**src/rtl/i2p_pkg.sv**
```systemverilog
// Shared constants, character codes and helpers for the infix-to-postfix converter.
`default_nettype none

package i2p_pkg;

    localparam int STACK_DEPTH = 16;
    localparam int PTR_W       = (STACK_DEPTH > 1) ? $clog2(STACK_DEPTH) : 1;
    localparam int CNT_W       = $clog2(STACK_DEPTH + 1);

    localparam logic REQ_CHAR = 1'b0;
    localparam logic REQ_END  = 1'b1;

    localparam logic [7:0] CH_CARET  = 8'h5E;
    localparam logic [7:0] CH_STAR   = 8'h2A;
    localparam logic [7:0] CH_SLASH  = 8'h2F;
    localparam logic [7:0] CH_PLUS   = 8'h2B;
    localparam logic [7:0] CH_MINUS  = 8'h2D;
    localparam logic [7:0] CH_LPAREN = 8'h28;
    localparam logic [7:0] CH_RPAREN = 8'h29;

    // precedence, with '(' and anything else at the bottom (0)
    typedef logic [1:0] rank_t;

    function automatic rank_t op_rank(input logic [7:0] ch);
        rank_t r;
        r = 2'd0;
        if (ch == CH_CARET) begin
            r = 2'd3;
        end else if (ch == CH_STAR || ch == CH_SLASH) begin
            r = 2'd2;
        end else if (ch == CH_PLUS || ch == CH_MINUS) begin
            r = 2'd1;
        end
        return r;
    endfunction

    function automatic logic is_letter(input logic [7:0] ch);
        return (ch >= 8'h61 && ch <= 8'h7A) || (ch >= 8'h41 && ch <= 8'h5A);
    endfunction

    function automatic logic is_op(input logic [7:0] ch);
        return op_rank(ch) != 2'd0;
    endfunction

endpackage

`default_nettype wire

```
**src/rtl/infix_to_postfix_converter.sv**
```systemverilog
// Infix-to-postfix converter top level: sequencer, stack control and output register.
// Usage:
//   Input words arrive on the s_ stream: s_tdata carries the infix character,
//   s_tuser says whether the word is a character (0) or an end of expression (1).
//   Result words leave on the m_ stream: m_tdata is the postfix character,
//   m_tuser[0] marks a real character, m_tuser[1] reports the sticky overflow
//   flag, m_tlast closes the run on the bare end marker.
// Timing:
//   One word is worked on at a time. Acceptance also starts the read of the
//   stack top; evaluation then takes one stack pop per step and ends with a
//   closing action. A letter, '(' or ignored character needs no pop; an
//   operator pops while the top ranks as high; ')' pops down to its '('; an end word pops every stack entry.
//   The pace is set by the single registered read port of the stack memory:
//   each pop waits for the next top to come out of the memory.
// Reset:
//   aresetn (synchronous, active low) empties the stack, clears the overflow
//   flag and empties the output register. Stack contents are not cleared.
// Stalls:
//   A result waits in the output register; the next word is still accepted
//   while it waits. Evaluation only holds when a further result must be sent
//   and the output register is still full.
`default_nettype none

module infix_to_postfix_converter (
    input  wire logic       aclk,
    input  wire logic       aresetn,
    input  wire logic       s_tvalid,
    output logic            s_tready,
    input  wire logic [7:0] s_tdata,   // [7:0] char_in
    input  wire logic       s_tuser,   // [0] req_type
    output logic            m_tvalid,
    input  wire logic       m_tready,
    output logic      [7:0] m_tdata,   // [7:0] char_out
    output logic      [1:0] m_tuser,   // [0] char_valid, [1] overflow_seen
    output logic            m_tlast    // run_last
);

    localparam logic ST_IDLE = 1'b0;
    localparam logic ST_EVAL = 1'b1;

    localparam int CNT_W = i2p_pkg::CNT_W;
    localparam int PTR_W = i2p_pkg::PTR_W;

    logic             state_reg, state_next;
    logic             req_reg;
    logic [7:0]       ch_reg;
    logic [CNT_W-1:0] cnt_reg, cnt_next;
    logic             ovf_reg, ovf_next;

    logic             m_valid_reg;
    logic [7:0]       m_data_reg;
    logic             m_cv_reg;
    logic             m_ovf_reg;
    logic             m_last_reg;

    // stack memory port
    logic             mem_we, mem_re;
    logic [PTR_W-1:0] mem_waddr, mem_raddr;
    logic [7:0]       top;

    // evaluation decisions
    logic             want_emit, do_pop, do_push, fin, go;
    logic [7:0]       emit_ch;
    logic             emit_cv, emit_last;
    logic             has_top, out_free, accept;
    i2p_pkg::rank_t   p_rank, t_rank;
    logic             op_pops, rp_pops;
    logic [CNT_W-1:0] cnt_m1, cnt_m2;

    i2p_stack_mem u_stack (
        .aclk    (aclk),
        .wr_en   (mem_we),
        .wr_addr (mem_waddr),
        .wr_data (ch_reg),
        .rd_en   (mem_re),
        .rd_addr (mem_raddr),
        .rd_data (top)
    );

    assign s_tready = (state_reg == ST_IDLE);
    assign accept   = s_tvalid && s_tready;
    assign out_free = !m_valid_reg || m_tready;
    assign has_top  = (cnt_reg != '0);
    assign cnt_m1   = cnt_reg - CNT_W'(1);
    assign cnt_m2   = cnt_reg - CNT_W'(2);

    assign p_rank  = i2p_pkg::op_rank(ch_reg);
    assign t_rank  = i2p_pkg::op_rank(top);
    // pop while top ranks equal or higher; '^' stops on an equal rank
    assign op_pops = has_top && (p_rank <= t_rank)
                     && !((p_rank == t_rank) && (ch_reg == i2p_pkg::CH_CARET));
    assign rp_pops = has_top && (top != i2p_pkg::CH_LPAREN);

    // what the current stack top asks for, ignoring the output stall
    always_comb begin
        want_emit = 1'b0;
        emit_ch   = 8'h00;
        emit_cv   = 1'b1;
        emit_last = 1'b0;
        do_pop    = 1'b0;
        do_push   = 1'b0;
        fin       = 1'b1;
        if (req_reg == i2p_pkg::REQ_END) begin
            want_emit = 1'b1;
            if (has_top) begin
                emit_ch = top;
                do_pop  = 1'b1;
                fin     = 1'b0;
            end else begin
                emit_cv   = 1'b0;
                emit_last = 1'b1;
            end
        end else if (i2p_pkg::is_letter(ch_reg)) begin
            want_emit = 1'b1;
            emit_ch   = ch_reg;
        end else if (ch_reg == i2p_pkg::CH_LPAREN) begin
            do_push = 1'b1;
        end else if (ch_reg == i2p_pkg::CH_RPAREN) begin
            if (rp_pops) begin
                want_emit = 1'b1;
                emit_ch   = top;
                do_pop    = 1'b1;
                fin       = 1'b0;
            end else begin
                // drop the matching '(' if there is one
                do_pop = has_top;
            end
        end else if (i2p_pkg::is_op(ch_reg)) begin
            if (op_pops) begin
                want_emit = 1'b1;
                emit_ch   = top;
                do_pop    = 1'b1;
                fin       = 1'b0;
            end else begin
                do_push = 1'b1;
            end
        end
    end

    assign go = (state_reg == ST_EVAL) && (!want_emit || out_free);

    always_comb begin
        state_next = state_reg;
        cnt_next   = cnt_reg;
        ovf_next   = ovf_reg;
        mem_we     = 1'b0;
        mem_re     = 1'b0;
        mem_waddr  = cnt_reg[PTR_W-1:0];
        mem_raddr  = cnt_m1[PTR_W-1:0];
        unique case (state_reg)
            ST_IDLE: begin
                if (accept) begin
                    mem_re     = has_top;
                    state_next = ST_EVAL;
                end
            end
            ST_EVAL: begin
                if (go) begin
                    if (do_pop) begin
                        cnt_next = cnt_m1;
                        // fetch the next top only if evaluation goes on
                        mem_re    = !fin && (cnt_reg > CNT_W'(1));
                        mem_raddr = cnt_m2[PTR_W-1:0];
                    end
                    if (do_push) begin
                        if (cnt_reg == CNT_W'(i2p_pkg::STACK_DEPTH)) begin
                            ovf_next = 1'b1;
                        end else begin
                            mem_we   = 1'b1;
                            cnt_next = cnt_reg + CNT_W'(1);
                        end
                    end
                    if (emit_last) begin
                        ovf_next = 1'b0;
                    end
                    if (fin) begin
                        state_next = ST_IDLE;
                    end
                end
            end
            default: state_next = ST_IDLE;
        endcase
    end

    always_ff @(posedge aclk) begin
        if (!aresetn) begin
            state_reg <= ST_IDLE;
            cnt_reg   <= '0;
            ovf_reg   <= 1'b0;
        end else begin
            state_reg <= state_next;
            cnt_reg   <= cnt_next;
            ovf_reg   <= ovf_next;
        end
    end

    always_ff @(posedge aclk) begin
        if (accept) begin
            req_reg <= s_tuser;
            ch_reg  <= s_tdata;
        end
    end

    // output register: loads a result, frees on the downstream handshake
    always_ff @(posedge aclk) begin
        if (!aresetn) begin
            m_valid_reg <= 1'b0;
        end else if (go && want_emit) begin
            m_valid_reg <= 1'b1;
        end else if (m_tready) begin
            m_valid_reg <= 1'b0;
        end
    end

    always_ff @(posedge aclk) begin
        if (go && want_emit) begin
            m_data_reg <= emit_ch;
            m_cv_reg   <= emit_cv;
            m_last_reg <= emit_last;
            m_ovf_reg  <= ovf_reg;
        end
    end

    assign m_tvalid = m_valid_reg;
    assign m_tdata  = m_data_reg;
    assign m_tuser  = {m_ovf_reg, m_cv_reg};
    assign m_tlast  = m_last_reg;

    // stack count stays within the storage
    a_cnt_range: assert property (@(posedge aclk) disable iff (!aresetn)
        cnt_reg <= CNT_W'(i2p_pkg::STACK_DEPTH))
        else $error("stack count beyond depth");

    // the memory is never written and read in the same cycle
    a_no_rw_clash: assert property (@(posedge aclk) disable iff (!aresetn)
        !(mem_we && mem_re))
        else $error("stack read and write clash");

    // sending the end marker leaves an empty stack and a clear flag
    a_flush_clears: assert property (@(posedge aclk) disable iff (!aresetn)
        (go && want_emit && emit_last) |=> (cnt_reg == '0) && !ovf_reg)
        else $error("flush did not clear stack state");

    // the end marker carries no character
    a_marker_form: assert property (@(posedge aclk) disable iff (!aresetn)
        (m_valid_reg && m_last_reg) |-> (!m_cv_reg && (m_data_reg == 8'h00)))
        else $error("end marker carries a character");

endmodule

`default_nettype wire

```
**src/rtl/i2p_stack_mem.sv**
```systemverilog
// Operator stack storage: one write port, one read port with registered data.
`default_nettype none

module i2p_stack_mem (
    input  wire logic                     aclk,
    input  wire logic                     wr_en,
    input  wire logic [i2p_pkg::PTR_W-1:0] wr_addr,
    input  wire logic [7:0]               wr_data,
    input  wire logic                     rd_en,
    input  wire logic [i2p_pkg::PTR_W-1:0] rd_addr,
    output logic      [7:0]               rd_data
);

    logic [7:0] mem [i2p_pkg::STACK_DEPTH];

    always_ff @(posedge aclk) begin
        if (wr_en) begin
            mem[wr_addr] <= wr_data;
        end
    end

    // data holds until the next read, so a stalled pop keeps its top
    always_ff @(posedge aclk) begin
        if (rd_en) begin
            rd_data <= mem[rd_addr];
        end
    end

endmodule

`default_nettype wire
```
**config.mk**
```make
export PLATFORM = sky130hd
export DESIGN_NAME = infix_to_postfix_converter
export DESIGN_NICKNAME = d
export VERILOG_FILES = /design/src/rtl/i2p_pkg.sv /design/src/rtl/infix_to_postfix_converter.sv /design/src/rtl/i2p_stack_mem.sv
export SDC_FILE = /design/constraint.sdc
export NUM_CORES = 1
export LEC_CHECK = 0
export ABC_AREA = 1
export BUFFER_PORTS_ARGS = -buffer_cell sky130_fd_sc_hd__buf_4
export CORE_MARGIN = 2
export CORE_UTILIZATION = 50
export DETAILED_ROUTE_END_ITERATION = 7
export MAX_ROUTING_LAYER = met4
export PLACE_DENSITY_LB_ADDON = 0.05
export RECOVER_POWER = 100
export SETUP_SLACK_MARGIN = 0.15
export SLEW_MARGIN = 30
export SYNTH_ARGS = -nofsm -noshare
export SYNTH_HDL_FRONTEND = slang
export SYNTH_HIERARCHICAL = 1
export SYNTH_SLANG_ARGS = --single-unit
```
**constraint.sdc**
```tcl
create_clock -name aclk -period 4.9 [get_ports aclk]
set_input_delay 0.98 -clock aclk [delete_from_list [all_inputs] [get_ports aclk]]
set_output_delay 0.98 -clock aclk [all_outputs]
set_load 0.1 [all_outputs]
```
==> results of run 1 <==
layout by cell type, fill, tap and decap left out, types with 4 or more instances in the layout:
| cell type | count |
|---|---|
| nand2_1 | 240 |
| edfxtp_1 | 156 |
| inv_1 | 139 |
| nand3_1 | 112 |
| nor2_1 | 41 |
| clkbuf_1 | 25 |
| clkbuf_16 | 17 |
| o21ai_0 | 12 |
| clkbuf_4 | 10 |
| ha_1 | 8 |
| dfxtp_1 | 8 |
| a21oi_1 | 7 |
| nand2_2 | 6 |
| inv_2 | 5 |
| buf_4 | 5 |
| inv_6 | 4 |
worst max-delay path: cells and delay by family (launching register included):
| kind | cells | cell delay (ps) |
|---|---|---|
| and+or+nand+nor | 19 | 2160 |
| buffers and inverters | 4 | 1150 |
| DFF | 1 | 550 |
| adders and majority gates | 1 | 270 |
power breakdown:
group	internal (uW)	switching, uW
Sequential	1580	36.3
Combinational	126	360
Clock	809	562
Total	2510	958
logic make-up after synthesis:
| group | Yosys count | share of synthesized area, % |
|---|---|---|
| adders and majority gates | 8 | 1.29 |
| xor gates and xnor gates | 5 | 0.565 |
| and+or+nand+nor | 416 | 23.8 |
| DFF | 164 | 62.5 |
| AOI/OAI and AO/OA | 31 | 2.28 |
| buffers and inverters | 172 | 9.57 |
worst min-delay path by stage:
stage	cells past startpoint	to	startpoint	slack (ps)
after floorplan	0	m_ovf_reg$_DFFE_PP_	ovf_reg$_SDFFE_PN0P_	410
after global placement	0	m_ovf_reg$_DFFE_PP_	ovf_reg$_SDFFE_PN0P_	410
after detailed placement	0	m_ovf_reg$_DFFE_PP_	ovf_reg$_SDFFE_PN0P_	430
after CTS	0	m_ovf_reg$_DFFE_PP_	ovf_reg$_SDFFE_PN0P_	440
after global routing	0	m_ovf_reg$_DFFE_PP_	ovf_reg$_SDFFE_PN0P_	470
final	0	m_ovf_reg$_DFFE_PP_	ovf_reg$_SDFFE_PN0P_	450
through the flow:
stage	power [uW]	util (%)	setup WS, ps	hold WS, ps	cells
final	3470	56.5	488	449	1029
after global routing	3590	56.5	114	470	1029
after CTS	3500	57.4	646	445	1029
after detailed placement	2140	53.4	697	429	997
after global placement	2130	53.4	821	415	997
after floorplan	1990	-	1730	408	796
layout make-up:
cell class,instances,area share (%)
flip-flops and latches,164,56.5
multi-input cells,460,24.7
inverters,145,6.40
clock buffers,18,5.00
well taps,188,2.74
repair buffers,40,2.60
clock inverters,14,2.07
per-layer routing:
metal / track usage [%] / part of all wire [%] / vias up
met1: 33.9 / 46 / 2575
li1: - / - / 2630
met4: 9.34 / 2.4 / 0
met5: - / 0 / -
met3: 4.37 / 4.8 / 27
met2: 35.5 / 46 / 165
==> impl_metrics.env, run 1 <==
export IMPL_min_period_over_period_pct=90.0
export IMPL_largest_register_ffs=128
export IMPL_postSynthCellCount=796
export IMPL_ys_async_sr_fraction_pct=0
export IMPL_regToRegEndpoint="u_stack/rd_data[6]$_DFFE_PP_"
export IMPL_clkSlewWorstSetupHoldPaths_ps=60
export IMPL_endpoint_kind="flip-flop"
export IMPL_cellLeakagePower_uw=0.00366
export IMPL_numCtsBuffers=17
export IMPL_first_pass_iters=5
export IMPL_worst_pin_slew_ps=1170
export IMPL_synth_most_common_cell="nand2_1"
export IMPL_drc=0
export IMPL_critPathKind="flip-flop to flip-flop"
export IMPL_grt_pass1_wl_um=28600
export IMPL_critPathLaunch="ch_reg[6]$_DFFE_PP_"
export IMPL_num_rows=45
export IMPL_r2r_start="ch_reg[6]$_DFFE_PP_"
export IMPL_drv_slew=0
export IMPL_finalClockSkew_ps=8.30
export IMPL_multi_input_area_um2=2120
export IMPL_hold_viol=0
export IMPL_die_width_um=129
export IMPL_grt_max_degree=65
export IMPL_cts_max_path_buffers=2
export IMPL_yosysTopAreaCellShare_pct=60.4
export IMPL_setup_viol=0
export IMPL_critPathRequiredTime_ps=5080
export IMPL_grt_pass1_vias=5179
export IMPL_wl_per_cell_um=17.7
export IMPL_top_register="u_stack/mem"
export IMPL_antenna_found_initial=0
export IMPL_cts_resized=0
export IMPL_drive_gt1_share_pct=8.20
export IMPL_ant_nets=0
export IMPL_grt_util_all_layers_pct=24.2
export IMPL_reg2reg_depth=24
export IMPL_clock_sinks=164
export IMPL_regArea_um2=4840
export IMPL_cts_tree="yes"
export IMPL_die_height_um=129
export IMPL_worstPathArrival_ps=4590
export IMPL_post_cts_setup_buffer_count=0
export IMPL_drtIter0Drc=466
export IMPL_start_util_pct=51.0
export IMPL_ff2ff_setup_slack_ps=490
export IMPL_yosys_top_cells_area="edfxtp_1 (60%), nand2_1 (11%), nand3_1 (7.1%)"
export IMPL_die_area_um2=16500
export IMPL_yosysSeqAreaShare_pct=62.5
export IMPL_vias=5397
export IMPL_nets=849
export IMPL_endpoint="u_stack/rd_data[6]$_DFFE_PP_"
export IMPL_cts_root_buffer="clkbuf_16"
export IMPL_slowest_stage="buf_4"
export IMPL_critPathLaunchType="flip-flop"
export IMPL_portBuffers=25
export IMPL_avgViaCountPerCell=5.24
export IMPL_synth_cell_type_count=36
export IMPL_design_area_um2=8580
export IMPL_synth_nets=817
export IMPL_globalRouteOverflowTotal=0
export IMPL_io_pins=26
export IMPL_max_cap_violations=0
export IMPL_max_freq_ghz=0.227
export IMPL_totalWireLength_um=18200
export IMPL_p_per_area_nw_per_um2=404
export IMPL_yosys_warnings=6
export IMPL_htree_levels=4
export IMPL_layout_min_cycle_time_ps=4410
export IMPL_ctsHoldBuffers=0
export IMPL_gp_congestion=0.885
export IMPL_core_area_um2=15200
export IMPL_critPathMaxFanout=64
export IMPL_netlist_area_um2=7750
export IMPL_synth_top_cell_by_area="edfxtp_1"
export IMPL_grt_setup_unrepaired="no"
export IMPL_netlist_top_cells_count="nand2_1 (237), edfxtp_1 (156), inv_1 (136)"
export IMPL_finalSetupTns_ps=0
export IMPL_postSynthAreaPerCell_um2=9.74
export IMPL_area_growth_syn_to_layout_pct=10.7
export IMPL_num_antenna_cells=0
export IMPL_ys_flop_type="edfxtp_1"
export IMPL_place_hpwl_um=11600
export IMPL_synth_edf_count=156
export IMPL_status="finished clean"
export IMPL_slowest_delay_ps=590
export IMPL_synth_seq_cells=164
export IMPL_path_cells="clkbuf_1 > inv_1 > nand2_1 > nor2_1 > nand2_1 > and2_0 > ha_1 > nand2_1 > nand3b_1 > nand2_2 > nand2_1 > nand3_1 > nand2_4 > nand2_4 > nand3_4 > inv_2 > nand2_1 > nand2_2 > buf_4 > nand2_1 > nand3_1 > nand3_1 > nand3_1 > nand2_1"
export IMPL_peakVddDrop_uv=258
export IMPL_cp_common_cell="nand2_1"
export IMPL_hp_class="flip-flop to flip-flop"
export IMPL_fillers=1354
export IMPL_dpl_cell_area_um2=8120
export IMPL_slew_limit_headroom_pct=22.0
export IMPL_clock_latency_ps=430
No activity file was read; power rests on OpenSTA's default activity.
==> inputs of run 2 (changes only) <==
--- a/config.mk
+++ b/config.mk
@@ -10,7 +10,6 @@
 export CORE_MARGIN = 2
 export CORE_UTILIZATION = 50
 export DETAILED_ROUTE_END_ITERATION = 7
-export MAX_ROUTING_LAYER = met4
 export PLACE_DENSITY_LB_ADDON = 0.05
 export RECOVER_POWER = 100
 export SETUP_SLACK_MARGIN = 0.15
==> run 2 against run 1 <==
  * Clock power rose by 9%
  * Cell count unchanged
  * Critical path depth increased by 2
  * Clock skew hardly changed
  * Design area increased by 0.60%
  * Global-route usage is 0.95 points lower
  * Critical endpoint is now u_stack/rd_data[1]$_DFFE_PP_
  * Hold slack got worse by 18 ps
  * Fmax is 0.99% higher
  * Largest cell class unchanged
  * First-iteration DRC count rose by 16%
==> impl_metrics.env, run 2 (synthesis gave the netlist of run 1 again) <==
export IMPL_cts_max_path_buffers=2
export IMPL_p_clk_share_pct=41.6
export IMPL_hold_viol=0
export IMPL_start_util_pct=51.0
export IMPL_p_switching_uw=936
export IMPL_reg2reg_depth=26
export IMPL_io_pins=26
export IMPL_die_height_um=129
export IMPL_setup_viol=0
export IMPL_nets=849
export IMPL_area_growth_syn_to_layout_pct=11.3
export IMPL_r2r_start="ch_reg[3]$_DFFE_PP_"
export IMPL_timing_hold_ws_ps=432
export IMPL_totalWireLength_um=18400
export IMPL_fin_util_pct=56.8
export IMPL_portBuffers=25
export IMPL_hold_end="m_ovf_reg$_DFFE_PP_"
export IMPL_finalPower_uw=3590
export IMPL_globalRouteOverflowTotal=0
export IMPL_grt_pass1_wl_um=28200
export IMPL_die_area_um2=16500
export IMPL_hp_class="flip-flop to flip-flop"
export IMPL_num_antenna_cells=0
export IMPL_wl_per_cell_um=17.9
export IMPL_drtIter0Drc=539
export IMPL_final_common_cell="nand2_1"
export IMPL_fillers=1360
export IMPL_regToRegEndpoint="u_stack/rd_data[1]$_DFFE_PP_"
export IMPL_num_rows=45
export IMPL_swShare_pct=26.1
export IMPL_grt_setup_unrepaired="no"
export IMPL_cts_root_buffer="clkbuf_16"
export IMPL_cts_tree="yes"
export IMPL_p_per_area_nw_per_um2=416
export IMPL_top_register="u_stack/mem"
export IMPL_htree_levels=4
export IMPL_place_hpwl_um=12000
export IMPL_first_pass_iters=5
export IMPL_ctsHoldBuffers=0
export IMPL_core_area_um2=15200
export IMPL_critPathMaxFanout=27
export IMPL_endpoint_kind="flip-flop"
export IMPL_drv_slew=0
export IMPL_die_width_um=129
export IMPL_place_inst=997
export IMPL_comb_power_share_pct=13.4
export IMPL_vias=5361
export IMPL_finalClockSkew_ps=8.28
export IMPL_p_int_uw=2650
export IMPL_clkSlewWorstSetupHoldPaths_ps=60
export IMPL_clock_latency_ps=420
export IMPL_min_period_over_period_pct=89.2
export IMPL_critPathLaunchType="flip-flop"
export IMPL_gp_congestion=0.905
export IMPL_max_freq_ghz=0.229
export IMPL_grt_max_degree=65
export IMPL_grt_util_all_layers_pct=23.3
export IMPL_ant_nets=0
export IMPL_cts_resized=0
export IMPL_seqPwrFrac_pct=44.9
export IMPL_post_cts_setup_buffer_count=0
export IMPL_status="finished clean"
export IMPL_fin_cells=1029
export IMPL_worst_pin_slew_ps=1180
export IMPL_drc=0
export IMPL_ff2ff_setup_slack_ps=530
export IMPL_largest_register_ffs=128
export IMPL_layout_min_cycle_time_ps=4370
export IMPL_max_cap_violations=0
export IMPL_critPathKind="flip-flop to flip-flop"
export IMPL_clock_sinks=164
export IMPL_finalSetupTns_ps=0
export IMPL_avgViaCountPerCell=5.21
export IMPL_min_from="ovf_reg$_SDFFE_PN0P_"
export IMPL_grt_pass1_vias=5079
export IMPL_numCtsBuffers=17
export IMPL_critPathRequiredTime_ps=5070
export IMPL_peakVddDrop_uv=236
export IMPL_mostFrequentLayoutCells="nand2_1 (238), edfxtp_1 (156), inv_1 (139)"
export IMPL_cellLeakagePower_uw=0.00369
export IMPL_slew_limit_headroom_pct=21.8
export IMPL_holdPathStages=0
export IMPL_worstPathArrival_ps=4540
export IMPL_antenna_found_initial=0
export IMPL_drive_gt1_share_pct=8.32
-- run 2: cell types whose count changed in the layout (fill, tap and decap cells not counted), sizes merged --
cell,change
clkbuf,-2
buf,+1
bufinv,+3
clkinv,+5
clkinvlp,-2
inv,-5
-- run 2: cell type report --
type                    count  area (um^2)  area share, %
inverters                 145          546           6.32
clock inverters            15          236           2.74
flip-flops and latches    164         4840           56.1
well taps                 188          235           2.72
clock buffers              17          425           4.93
multi-input cells         460         2130           24.7
repair buffers             40          218           2.52
-- run 2: worst max-delay path by stage --
stage                         from  slack, ps  cells past startpoint                           end
2_1_floorplan  ch_reg[3]$_DFFE_PP_       1730                     25  u_stack/rd_data[1]$_DFFE_PP_
3_3_place_gp   ch_reg[3]$_DFFE_PP_        620                     24  u_stack/rd_data[7]$_DFFE_PP_
3_5_place_dp   ch_reg[3]$_DFFE_PP_        560                     24  u_stack/rd_data[7]$_DFFE_PP_
4_1_cts        ch_reg[3]$_DFFE_PP_        540                     24  u_stack/rd_data[7]$_DFFE_PP_
5_1_grt        ch_reg[6]$_DFFE_PP_        130                     20   u_stack/mem[8][5]$_DFFE_PP_
6_report       ch_reg[3]$_DFFE_PP_        530                     26  u_stack/rd_data[1]$_DFFE_PP_
-- run 2: power groups by stage --
stage | combinational [uW] | clock [uW] | sequential [uW]
after CTS | 498 | 1510 | 1610
after floorplan | 326 | 0 | 1670
after global placement | 493 | 0 | 1640
final | 482 | 1490 | 1610
after global routing | 531 | 1560 | 1620
after detailed placement | 496 | 0 | 1640
-- run 2: metal layers --
metal  wire length [um]  GRT usage (%)  vias to the layer above
met4                335           9.08                        0
met3               1210           4.62                       20
li1                   -              -                     2630
met5                  0              0                        -
met2               8770           36.8                      164
met1               8140           32.0                     2547
-- run 2: critical path: stages (launching register included) --
cell and delay [ps]:
edfxtp_1 740, inv_1 260, nor2_4 200, nand2_1 100, nand2_1 70, nand2_1 90, and2_0 160, ha_1 280
nand2_1 80, nand2_1 70, nand2_2 50, inv_1 40, nand2_1 100, nand2_2 50, nand3_1 150, nand2_4 80
nand2_4 90, nand3_4 110, nand2_1 130, nand2_2 80, inv_2 250, buf_4 390, nand2_1 90, nand3_1 80
nand3_1 80, nand3_1 200, nand2_1 70
-- run 2: metrics by stage --
| stage | setup slack, ps | cell area, um^2 |
|---|---|---|
| final | 531 | 8630 |
| after global routing | 131 | 8630 |
| after detailed placement | 564 | 8100 |
| after floorplan | 1730 | 7750 |
| after global placement | 624 | 8100 |
| after CTS | 544 | 8770 |
